[src/tpm_pkg.sv]
// Shared types, constants and helpers for the vario tone pattern mapper.
package tpm_pkg;

  // Climb-rate band of one request
  typedef enum logic [1:0] {
    BAND_DEAD,
    BAND_CLIMB,
    BAND_STRONG,
    BAND_SINK
  } band_t;

  // Configuration register indexes
  localparam int CFG_IDX_W = 1;
  localparam logic [CFG_IDX_W-1:0] CFG_CLIMB_THR = 1'b0;
  localparam logic [CFG_IDX_W-1:0] CFG_SINK_THR  = 1'b1;

  localparam logic signed [15:0] CLIMB_THR_RST = 16'sd128;
  localparam logic signed [15:0] SINK_THR_RST  = -16'sd282;

  // 10 m/s in Q8.8
  localparam logic signed [15:0] STRONG_CLIMB_RAW = 16'sd2560;

  // Climb band polynomials, scaled to Q.8 (frequency) and Q.16 (duration, period)
  localparam logic signed [24:0] FREQ_BASE  = 25'sd358400;    // 1400 * 256
  localparam logic signed [24:0] FREQ_SLOPE = 25'sd200;
  localparam logic signed [34:0] DUR_BASE   = 35'sd27525120;  // 420 * 65536
  localparam logic signed [34:0] DUR_LIN    = 35'sd5120;      // 20 * 256
  localparam logic signed [34:0] PER_BASE   = 35'sd36044800;  // 550 * 65536
  localparam logic signed [34:0] PER_LIN    = 35'sd7680;      // 30 * 256

  localparam logic [11:0] PITCH_LO_HZ = 12'd200;
  localparam logic [11:0] PITCH_HI_HZ = 12'd4000;
  localparam logic [11:0] DUR_MIN  = 12'd50;
  localparam logic [11:0] DUR_MAX  = 12'd500;
  localparam logic [11:0] PER_MIN  = 12'd100;
  localparam logic [11:0] PER_MAX  = 12'd1000;

  localparam logic [11:0] STRONG_FREQ = 12'd3450;
  localparam logic [8:0]  STRONG_DUR  = 9'd120;
  localparam logic [9:0]  STRONG_PER  = 10'd160;
  localparam logic [11:0] SINK_FREQ   = 12'd300;
  localparam logic [8:0]  SINK_DUR    = 9'd340;
  localparam logic [9:0]  SINK_PER    = 10'd200;

  // Queue between front and back
  localparam int QDEPTH = 4;
  localparam int QPTR_W = $clog2(QDEPTH);
  localparam int QCNT_W = QPTR_W + 1;

  // One classified request waiting for the back end
  typedef struct packed {
    logic [11:0] freq;
    logic [8:0]  dur;
    logic [9:0]  per;
    logic [31:0] now;
    logic        act;
  } tone_t;

  typedef struct packed {
    logic [QCNT_W-1:0] count;
    logic              full;
    logic              empty;
  } q_stat_t;

  // Clamp an already floored value; negatives land on the minimum
  function automatic logic [11:0] floor_clamp(input logic signed [34:0] q,
                                              input logic [11:0] lo,
                                              input logic [11:0] hi);
    logic signed [34:0] lo_s;
    logic signed [34:0] hi_s;
    logic [11:0]        res;
    lo_s = $signed({23'd0, lo});
    hi_s = $signed({23'd0, hi});
    if (q < lo_s) begin
      res = lo;
    end else if (q > hi_s) begin
      res = hi;
    end else begin
      res = q[11:0];
    end
    return res;
  endfunction

endpackage

[src/tpm_ifs.sv]
// Request and result channel interfaces.
interface tpm_req_if;
  logic               valid;
  logic               ready;
  logic signed [15:0] climb_rate;
  logic [31:0]        time_now;
  logic               action;

  modport source (output valid, climb_rate, time_now, action, input ready);
  modport sink   (input valid, climb_rate, time_now, action, output ready);
endinterface

interface tpm_res_if;
  logic        valid;
  logic        ready;
  logic [11:0] tone_frequency;
  logic [8:0]  tone_duration;
  logic [9:0]  tone_period;
  logic        beep_due;

  modport source (output valid, tone_frequency, tone_duration, tone_period, beep_due,
                  input ready);
  modport sink   (input valid, tone_frequency, tone_duration, tone_period, beep_due,
                  output ready);
endinterface

[src/tpm_front.sv]
// Front end: accepts requests, classifies the band, computes the tone values.
module tpm_front (
  input  logic                 clk,
  input  logic                 rst,
  tpm_req_if.sink              sample,
  input  logic signed [15:0]   climb_thr,
  input  logic signed [15:0]   sink_thr,
  output logic                 push_valid,
  input  logic                 push_ready,
  output tpm_pkg::tone_t       push_entry
);

  logic                s1_valid;
  logic signed [15:0]  s1_r;
  logic signed [31:0]  s1_sq;
  tpm_pkg::band_t      s1_band;
  logic [31:0]         s1_now;
  logic                s1_act;

  tpm_pkg::band_t      band_in;
  logic                take;

  logic signed [24:0]  r25;
  logic signed [24:0]  freq_num;
  logic signed [34:0]  r35;
  logic signed [34:0]  sq35;
  logic signed [34:0]  dur_num;
  logic signed [34:0]  per_num;
  logic [11:0]         freq_c;
  logic [11:0]         dur_c;
  logic [11:0]         per_c;

  assign sample.ready = !s1_valid || push_ready;
  assign take         = sample.valid && sample.ready;

  always_comb begin
    if (sample.climb_rate > climb_thr && sample.climb_rate <= tpm_pkg::STRONG_CLIMB_RAW) begin
      band_in = tpm_pkg::BAND_CLIMB;
    end else if (sample.climb_rate > tpm_pkg::STRONG_CLIMB_RAW) begin
      band_in = tpm_pkg::BAND_STRONG;
    end else if (sample.climb_rate < sink_thr) begin
      band_in = tpm_pkg::BAND_SINK;
    end else begin
      band_in = tpm_pkg::BAND_DEAD;
    end
  end

  // stage 1: capture, classify, square
  always_ff @(posedge clk) begin
    if (rst) begin
      s1_valid <= 1'b0;
    end else if (take) begin
      s1_valid <= 1'b1;
    end else if (push_ready) begin
      s1_valid <= 1'b0;
    end
    if (take) begin
      s1_r    <= sample.climb_rate;
      s1_sq   <= 32'(sample.climb_rate) * 32'(sample.climb_rate);
      s1_band <= band_in;
      s1_now  <= sample.time_now;
      s1_act  <= sample.action;
    end
  end

  // stage 2: polynomial sums, floor, clamp
  always_comb begin
    r25      = 25'(s1_r);
    freq_num = tpm_pkg::FREQ_BASE + r25 * tpm_pkg::FREQ_SLOPE;
    r35      = 35'(s1_r);
    sq35     = 35'(s1_sq);
    dur_num  = tpm_pkg::DUR_BASE - sq35 - r35 * tpm_pkg::DUR_LIN;
    per_num  = tpm_pkg::PER_BASE - sq35 - r35 * tpm_pkg::PER_LIN;
    freq_c   = tpm_pkg::floor_clamp(35'(freq_num >>> 8), tpm_pkg::PITCH_LO_HZ,
                                    tpm_pkg::PITCH_HI_HZ);
    dur_c    = tpm_pkg::floor_clamp(dur_num >>> 16, tpm_pkg::DUR_MIN, tpm_pkg::DUR_MAX);
    per_c    = tpm_pkg::floor_clamp(per_num >>> 16, tpm_pkg::PER_MIN, tpm_pkg::PER_MAX);

    push_entry.now = s1_now;
    push_entry.act = s1_act;
    case (s1_band)
      tpm_pkg::BAND_CLIMB: begin
        push_entry.freq = freq_c;
        push_entry.dur  = dur_c[8:0];
        push_entry.per  = per_c[9:0];
      end
      tpm_pkg::BAND_STRONG: begin
        push_entry.freq = tpm_pkg::STRONG_FREQ;
        push_entry.dur  = tpm_pkg::STRONG_DUR;
        push_entry.per  = tpm_pkg::STRONG_PER;
      end
      tpm_pkg::BAND_SINK: begin
        push_entry.freq = tpm_pkg::SINK_FREQ;
        push_entry.dur  = tpm_pkg::SINK_DUR;
        push_entry.per  = tpm_pkg::SINK_PER;
      end
      default: begin
        push_entry.freq = '0;
        push_entry.dur  = '0;
        push_entry.per  = '0;
      end
    endcase
  end

  assign push_valid = s1_valid;

endmodule

[src/tpm_queue.sv]
// Short FIFO between front and back end.
module tpm_queue (
  input  logic              clk,
  input  logic              rst,
  input  logic              push_valid,
  output logic              push_ready,
  input  tpm_pkg::tone_t    push_entry,
  output logic              pop_valid,
  input  logic              pop_ready,
  output tpm_pkg::tone_t    pop_entry,
  output tpm_pkg::q_stat_t  stat
);

  tpm_pkg::tone_t                 mem [tpm_pkg::QDEPTH];
  logic [tpm_pkg::QPTR_W-1:0]     wr_ptr;
  logic [tpm_pkg::QPTR_W-1:0]     rd_ptr;
  logic [tpm_pkg::QCNT_W-1:0]     count;
  logic                           do_push;
  logic                           do_pop;

  assign stat.count = count;
  assign stat.full  = (count == tpm_pkg::QCNT_W'(tpm_pkg::QDEPTH));
  assign stat.empty = (count == '0);

  assign push_ready = !stat.full;
  assign pop_valid  = !stat.empty;
  assign pop_entry  = mem[rd_ptr];
  assign do_push    = push_valid && push_ready;
  assign do_pop     = pop_valid && pop_ready;

  always_ff @(posedge clk) begin
    if (rst) begin
      wr_ptr <= '0;
      rd_ptr <= '0;
      count  <= '0;
    end else begin
      if (do_push) begin
        wr_ptr <= wr_ptr + 1'b1;
      end
      if (do_pop) begin
        rd_ptr <= rd_ptr + 1'b1;
      end
      if (do_push && !do_pop) begin
        count <= count + 1'b1;
      end else if (do_pop && !do_push) begin
        count <= count - 1'b1;
      end
    end
    if (do_push) begin
      mem[wr_ptr] <= push_entry;
    end
  end

endmodule

[src/tpm_back.sv]
// Back end: beep-due check against the last beep time, result register.
module tpm_back (
  input  logic            clk,
  input  logic            rst,
  input  logic            pop_valid,
  output logic            pop_ready,
  input  tpm_pkg::tone_t  pop_entry,
  tpm_res_if.source       result
);

  logic        out_valid;
  logic [31:0] last_beep_time;
  logic [31:0] elapsed;
  logic        take;

  assign pop_ready = !out_valid || result.ready;
  assign take      = pop_valid && pop_ready;
  assign elapsed   = pop_entry.now - last_beep_time;

  always_ff @(posedge clk) begin
    if (rst) begin
      out_valid      <= 1'b0;
      last_beep_time <= '0;
    end else begin
      if (take) begin
        out_valid <= 1'b1;
        if (pop_entry.act) begin
          last_beep_time <= pop_entry.now;
        end
      end else if (result.ready) begin
        out_valid <= 1'b0;
      end
    end
    if (take) begin
      result.tone_frequency <= pop_entry.freq;
      result.tone_duration  <= pop_entry.dur;
      result.tone_period    <= pop_entry.per;
      result.beep_due       <= (elapsed >= {22'd0, pop_entry.per});
    end
  end

  assign result.valid = out_valid;

endmodule

[src/vario_tone_pattern_mapper.sv]
// Top level of the vario tone pattern mapper.
//
//   channel  | dir | payload                                          | accept
//   ---------+-----+--------------------------------------------------+------------------
//   sample   | in  | climb_rate, time_now, action                     | valid & ready
//   result   | out | tone_frequency, tone_duration, tone_period,      | valid & ready
//            |     | beep_due                                         |
//   cfg      | in  | cfg_we, cfg_index, cfg_wdata                     | cfg_we
//
// One request per cycle sustained while the result side keeps taking them.
// An accepted sample loads the capture stage (with the 16x16 square) first;
// its sums and clamps then feed the four-deep queue write, and the back end
// register loads from the queue last. Stalls can hold a request between them.
// Synchronous active-high reset clears the pipeline, queue, the last beep time
// (to zero) and loads the default thresholds.
// A stalled result side fills the queue first; sample ready drops only once
// the queue and the front stage are both full.
module vario_tone_pattern_mapper (
  input  logic                          clk,
  input  logic                          rst,
  tpm_req_if.sink                       sample,
  tpm_res_if.source                     result,
  input  logic                          cfg_we,
  input  logic [tpm_pkg::CFG_IDX_W-1:0] cfg_index,
  input  logic [15:0]                   cfg_wdata
);

  logic signed [15:0] climb_thr;
  logic signed [15:0] sink_thr;

  logic               push_valid;
  logic               push_ready;
  tpm_pkg::tone_t     push_entry;
  logic               pop_valid;
  logic               pop_ready;
  tpm_pkg::tone_t     pop_entry;
  tpm_pkg::q_stat_t   q_stat;

  // Threshold registers, to be written only while idle; the block does not enforce this
  always_ff @(posedge clk) begin
    if (rst) begin
      climb_thr <= tpm_pkg::CLIMB_THR_RST;
      sink_thr  <= tpm_pkg::SINK_THR_RST;
    end else if (cfg_we) begin
      case (cfg_index)
        tpm_pkg::CFG_CLIMB_THR: climb_thr <= $signed(cfg_wdata);
        tpm_pkg::CFG_SINK_THR:  sink_thr  <= $signed(cfg_wdata);
        default: ;
      endcase
    end
  end

  tpm_front u_front (
    .clk        (clk),
    .rst        (rst),
    .sample     (sample),
    .climb_thr  (climb_thr),
    .sink_thr   (sink_thr),
    .push_valid (push_valid),
    .push_ready (push_ready),
    .push_entry (push_entry)
  );

  tpm_queue u_queue (
    .clk        (clk),
    .rst        (rst),
    .push_valid (push_valid),
    .push_ready (push_ready),
    .push_entry (push_entry),
    .pop_valid  (pop_valid),
    .pop_ready  (pop_ready),
    .pop_entry  (pop_entry),
    .stat       (q_stat)
  );

  tpm_back u_back (
    .clk       (clk),
    .rst       (rst),
    .pop_valid (pop_valid),
    .pop_ready (pop_ready),
    .pop_entry (pop_entry),
    .result    (result)
  );

  // Dead band: silent tone always reports the beep as due
  a_dead_band: assert property (@(posedge clk) disable iff (rst)
    result.valid && result.tone_frequency == 12'd0 |->
      result.tone_duration == 9'd0 && result.tone_period == 10'd0 && result.beep_due)
    else $error("dead band result not all zero or beep not due");

  // Any sounding tone sits at or above the clamp minimums
  a_tone_floor: assert property (@(posedge clk) disable iff (rst)
    result.valid && result.tone_period != 10'd0 |->
      result.tone_frequency >= 12'd200 && result.tone_duration >= 9'd50 &&
      result.tone_period >= 10'd100)
    else $error("sounding tone below clamp minimum");

  // A new result needs a queued request behind it
  a_result_source: assert property (@(posedge clk) disable iff (rst)
    $rose(result.valid) |-> $past(!q_stat.empty))
    else $error("result appeared with queue empty");

  // Queue never passes its depth
  a_queue_bound: assert property (@(posedge clk) disable iff (rst)
    q_stat.full |=> q_stat.count <= tpm_pkg::QCNT_W'(tpm_pkg::QDEPTH))
    else $error("queue overflow");

endmodule

[src/flat_wrapper.sv]
// flat-port wrapper written by rule: the top's interface ports become plain ports
module vario_tone_pattern_mapper_flat 
  (clk, rst, cfg_we, cfg_index, cfg_wdata, sample_valid, sample_climb_rate, sample_time_now, sample_action, sample_ready, result_valid, result_tone_frequency, result_tone_duration, result_tone_period, result_beep_due, result_ready);
  tpm_req_if sample_i ();
  tpm_res_if result_i ();
  input  logic clk;
  input  logic rst;
  input  logic cfg_we;
  input  logic [tpm_pkg::CFG_IDX_W-1:0] cfg_index;
  input  logic [15:0] cfg_wdata;
  input wire logic [$bits(sample_i.valid)-1:0] sample_valid;
  input wire logic [$bits(sample_i.climb_rate)-1:0] sample_climb_rate;
  input wire logic [$bits(sample_i.time_now)-1:0] sample_time_now;
  input wire logic [$bits(sample_i.action)-1:0] sample_action;
  output wire logic [$bits(sample_i.ready)-1:0] sample_ready;
  output wire logic [$bits(result_i.valid)-1:0] result_valid;
  output wire logic [$bits(result_i.tone_frequency)-1:0] result_tone_frequency;
  output wire logic [$bits(result_i.tone_duration)-1:0] result_tone_duration;
  output wire logic [$bits(result_i.tone_period)-1:0] result_tone_period;
  output wire logic [$bits(result_i.beep_due)-1:0] result_beep_due;
  input wire logic [$bits(result_i.ready)-1:0] result_ready;
  assign sample_i.valid = sample_valid;
  assign sample_i.climb_rate = sample_climb_rate;
  assign sample_i.time_now = sample_time_now;
  assign sample_i.action = sample_action;
  assign sample_ready = sample_i.ready;
  assign result_valid = result_i.valid;
  assign result_tone_frequency = result_i.tone_frequency;
  assign result_tone_duration = result_i.tone_duration;
  assign result_tone_period = result_i.tone_period;
  assign result_beep_due = result_i.beep_due;
  assign result_i.ready = result_ready;
  vario_tone_pattern_mapper u_core (.clk(clk), .rst(rst), .sample(sample_i), .result(result_i), .cfg_we(cfg_we), .cfg_index(cfg_index), .cfg_wdata(cfg_wdata));
endmodule
[config.mk]
export PLATFORM = sky130hd
export DESIGN_NAME = vario_tone_pattern_mapper_flat
export DESIGN_NICKNAME = d
export VERILOG_FILES = /design/src/tpm_pkg.sv /design/src/tpm_ifs.sv /design/src/tpm_front.sv /design/src/tpm_queue.sv /design/src/tpm_back.sv /design/src/vario_tone_pattern_mapper.sv /design/src/flat_wrapper.sv
export SDC_FILE = /design/constraint.sdc
export NUM_CORES = 1
export LEC_CHECK = 0
export ABC_CLOCK_PERIOD_IN_PS = 9180
export CAP_MARGIN = 20
export CORE_MARGIN = 4
export CORE_UTILIZATION = 65
export CTS_BUF_LIST = sky130_fd_sc_hd__clkbuf_2
export DETAILED_ROUTE_END_ITERATION = 12
export DONT_BUFFER_PORTS = 1
export GPL_TIMING_DRIVEN = 0
export PLACE_DENSITY = 0.79
export SLEW_MARGIN = 20
export SYNTH_ARGS = -nofsm -noshare
export SYNTH_HDL_FRONTEND = slang
export SYNTH_SLANG_ARGS = --single-unit
[constraint.sdc]
create_clock -name clk -period 9.18 [get_ports clk]
set_input_delay 1.836 -clock clk [delete_from_list [all_inputs] [get_ports clk]]
set_output_delay 1.836 -clock clk [all_outputs]
set_load 0.05 [all_outputs]
==> parameters.txt <==
Parameter                              Value

Outcome
  Outcome    finished, final reports clean

Clocking
  TritonCTS Buffers    about 110
  Post-CTS resize count    0
  CTS tree    built
  Maximum buffer depth of the clock tree    3
  Sinks on Clock Net    about 440
  Clock-pin slew of the registers on the worst-case setup and hold paths    0.10 ns
  Post-cts hold buffer count    0
  Post CTS Setup Buffer Count    0
  CTS root buffer    clkbuf_2
  Number of H-tree branching levels    3
  Clock insertion delay at the later pin of the skew report    1.10 ns

Timing
  Min setup slack post-route    0.811 ns
  Worst slack on hold paths    roughly 0.47 ns
  Final critical-path required period    8.37 ns
  Final number of hold-violating endpoints    0
  Final setup violation count    0
  Fraction of the cycle the final worst path needs    91.2%
  Normalized max-slew margin    35.1%
  Fmax    roughly 120 MHz
  RSZ-0062 raised after global routing    false
  Count of pins over their slew limit    0
  Setup Skew    around 0.08 ns
  Tightest Pin Transition    a little under 1 ns

Yosys
  Cell variety after synth    94
  Netlist area before placement    35,200 um^2
  Count of flip-flops with a built-in enable after synthesis    between 300 and 400
  Number of synthesized register bits    ~440
  Dominant register cell in the synthesized netlist    edfxtp_1
  Sequential cell area fraction in the yosys report    35.7%
  Proportion of synthesized flip-flops having asynchronous set or reset    0%
  Synth Warn #    0
  Mapped Avg Cell Area    around 11 um^2
  Number of nets produced by synthesis    approximately 3,900
  Mapped Cells    between 3,000 and 4,000

Global routing
  Wire length of the first global-routing pass    between 100,000 and 150,000 um
  Largest net degree at the start of global routing    45
  Aggregate global routing overflow    0
  Met2 Usage GRT    50.0%
  Global-route usage over all layers    between 20 and 30%
  Global-route track usage on met3    a little under 5%
  Number of global-route vias before repair    ~26,000
  Number of antenna violations at the first check in global routing    3
  Met1 usage    a little over a third
  GR peak layer    met2

Die
  Height of the chip    ~240 um
  Initial Utilization    between 60% and 70%
  Total Die Area    ~58,000 um^2
  Number of placement rows    85
  Count of boundary I/O pins    105
  Horizontal die dimension    241 um
  Std-Cell Core Area    about 54,000 um^2

Cells and area
  Core utilization of the finished layout    a little over two thirds
  Relative area change from synthesis to final layout    6.09%
  Area taken by multi-input logic gates    ~20,000 um^2
  Number of fill cells    about 3,900
  FF+latch area    between 10,000 and 15,000 um^2
  Net total in the final layout    ~4,000
  Proportion of layout cells with a drive suffix above 1    8.72%
  Commonest cells after routing, fill and taps aside    inv_1, edfxtp_1, ha_1
  Commonest non-fill, non-tap cell in the layout    inv_1
  Number of standard cells in the layout, taps in and fillers out    roughly 4,100

Critical path
  Crit path launch type    input pin
  Category of the critical setup timing path    in -> reg
  CP Max Fanout    10
  Worst EP arrival    9.14 ns
  Capturing element type of the critical path    register
  Critical path data required time    9.95 ns

Drt
  Number of detailed-routing iterations run before antenna repair    7
  WL per Instance    between 15 and 20 um
  Via density per instance    5.94
  DRC Markers    0
  Total via count after detailed routing    about 24,000
  DRC marker count from the first detailed-route iteration    1,476
  Antenna Violating Nets Remaining    0
  Total Wirelength    around 80,000 um

Placement
  I/O Buffers    0
  Placed wire-length estimate after detailed placement    roughly 63,000 um
  Total instance count after detailed placement    between 3,000 and 4,000
  Routability Congestion    0.958
  Dpl ws    -0.151 ns

Min path
  Class of the tightest hold or removal check    reg -> reg

Run
  Max-capacitance violation count    0
## per-layer routing
layer / wire [um] / part of all wire (%)
met1: 32200 / 40
met2: 40700 / 50
met3: 4790 / 5.9
met4: 2960 / 3.7
met5: 0 / 0
## worst max-delay path: stages
cell	delay [ns]
clkbuf_1	0.48
clkbuf_1	0.66
nand2_1	0.24
fa_1	0.57
inv_1	0.07
fa_1	0.55
inv_1	0.06
fa_1	0.50
inv_1	0.05
fa_1	0.49
inv_1	0.06
fa_1	0.52
inv_1	0.06
fa_1	0.43
ha_1	0.36
and3_1	0.22
a221o_1	0.40
nor3_1	0.13
o21ai_0	0.14
a31oi_1	0.31
o21ai_0	0.32
a211o_1	0.34
a21oi_1	0.21
xnor2_1	0.12
## metrics by stage
stage | TNS, ns | area [um^2]
3_5_place_dp | -0.225 | 36300
5_1_grt | 0 | 37400
3_3_place_gp | 0 | 36100
6_report | 0 | 37400
4_1_cts | 0 | 37300
2_1_floorplan | 0 | 35200
## synth_stat cells (32+ instances only)
library cell / n / area, um^2
mux4_2: 64 / 1440
fa_1: 280 / 5610
a21o_1: 66 / 495
o21a_1: 42 / 315
nand2b_1: 32 / 200
a21oi_1: 153 / 766
clkbuf_1: 54 / 203
ha_1: 358 / 4480
nand3_1: 38 / 190
nor2_1: 178 / 668
xor2_1: 45 / 394
nand2_1: 213 / 800
and2_1: 56 / 350
o21ai_0: 101 / 505
dfxtp_1: 75 / 1500
mux2i_1: 40 / 400
nor3_1: 45 / 225
edfxtp_1: 369 / 11100
xnor2_1: 85 / 744
inv_1: 557 / 2090
## sequential cells by signal (all words and copies together) (netlist names), named ones only
name                                 count
u_core.climb_thr                        16
u_core.sink_thr                         16
u_core.u_back.last_beep_time            32
u_core.u_back.result.beep_due            1
u_core.u_back.result.tone_duration       9
u_core.u_back.result.tone_frequency     12
u_core.u_back.result.tone_period        10
u_core.u_back.result.valid               1
u_core.u_front.push_valid                1
u_core.u_front.s1_act                    1
u_core.u_front.s1_band                   2
u_core.u_front.s1_now                   32
u_core.u_front.s1_r                     16
u_core.u_front.s1_sq                    30
u_core.u_queue.count                     3
u_core.u_queue.mem                     256
u_core.u_queue.rd_ptr                    2
u_core.u_queue.wr_ptr                    2
## final cells by class
class	instances	share of cell area (%)
multi-input combinational	2130	54.3
sequential	444	33.7
inverter	560	5.63
tap	696	2.33
clock buffer	150	2.01
buffer	72	0.740
clock inverter	43	0.697
timing repair buffer	8	0.589
antenna	3	0.0201
## kinds of logic (layout without fill, tap and decap cells)
logic type	count (synthesis)	in the layout	share of synthesized area [%]
other	0	3	0
and+or+nand+nor	692	692	9.46
AOI/OAI and AO/OA	561	561	10.8
muxes	109	109	5.39
adders and majority gates	638	638	28.6
DFF	444	444	35.7
buffers and inverters	632	833	6.76
xor gates and xnor gates	130	130	3.23
## path summary, 6_finish.rpt
path	start	endpoint	slack (ns)	cells after the start
worst max register to register	u_core.u_front.s1_r[0]$_DFFE_PP_	u_core.u_queue.mem[2][37]$_DFFE_PP_	1.14	29
worst max-delay path	sample_climb_rate[5]	u_core.u_front.s1_sq[30]$_DFFE_PP_	0.81	24
worst min register to register	u_core.climb_thr[3]$_SDFFE_PP0P_	u_core.climb_thr[3]$_SDFFE_PP0P_	0.47	2
worst min-delay path	u_core.climb_thr[3]$_SDFFE_PP0P_	u_core.climb_thr[3]$_SDFFE_PP0P_	0.47	2
Power is not shown: default switching activity piles up to over one toggle a cycle in this logic, so the estimate is an artifact.
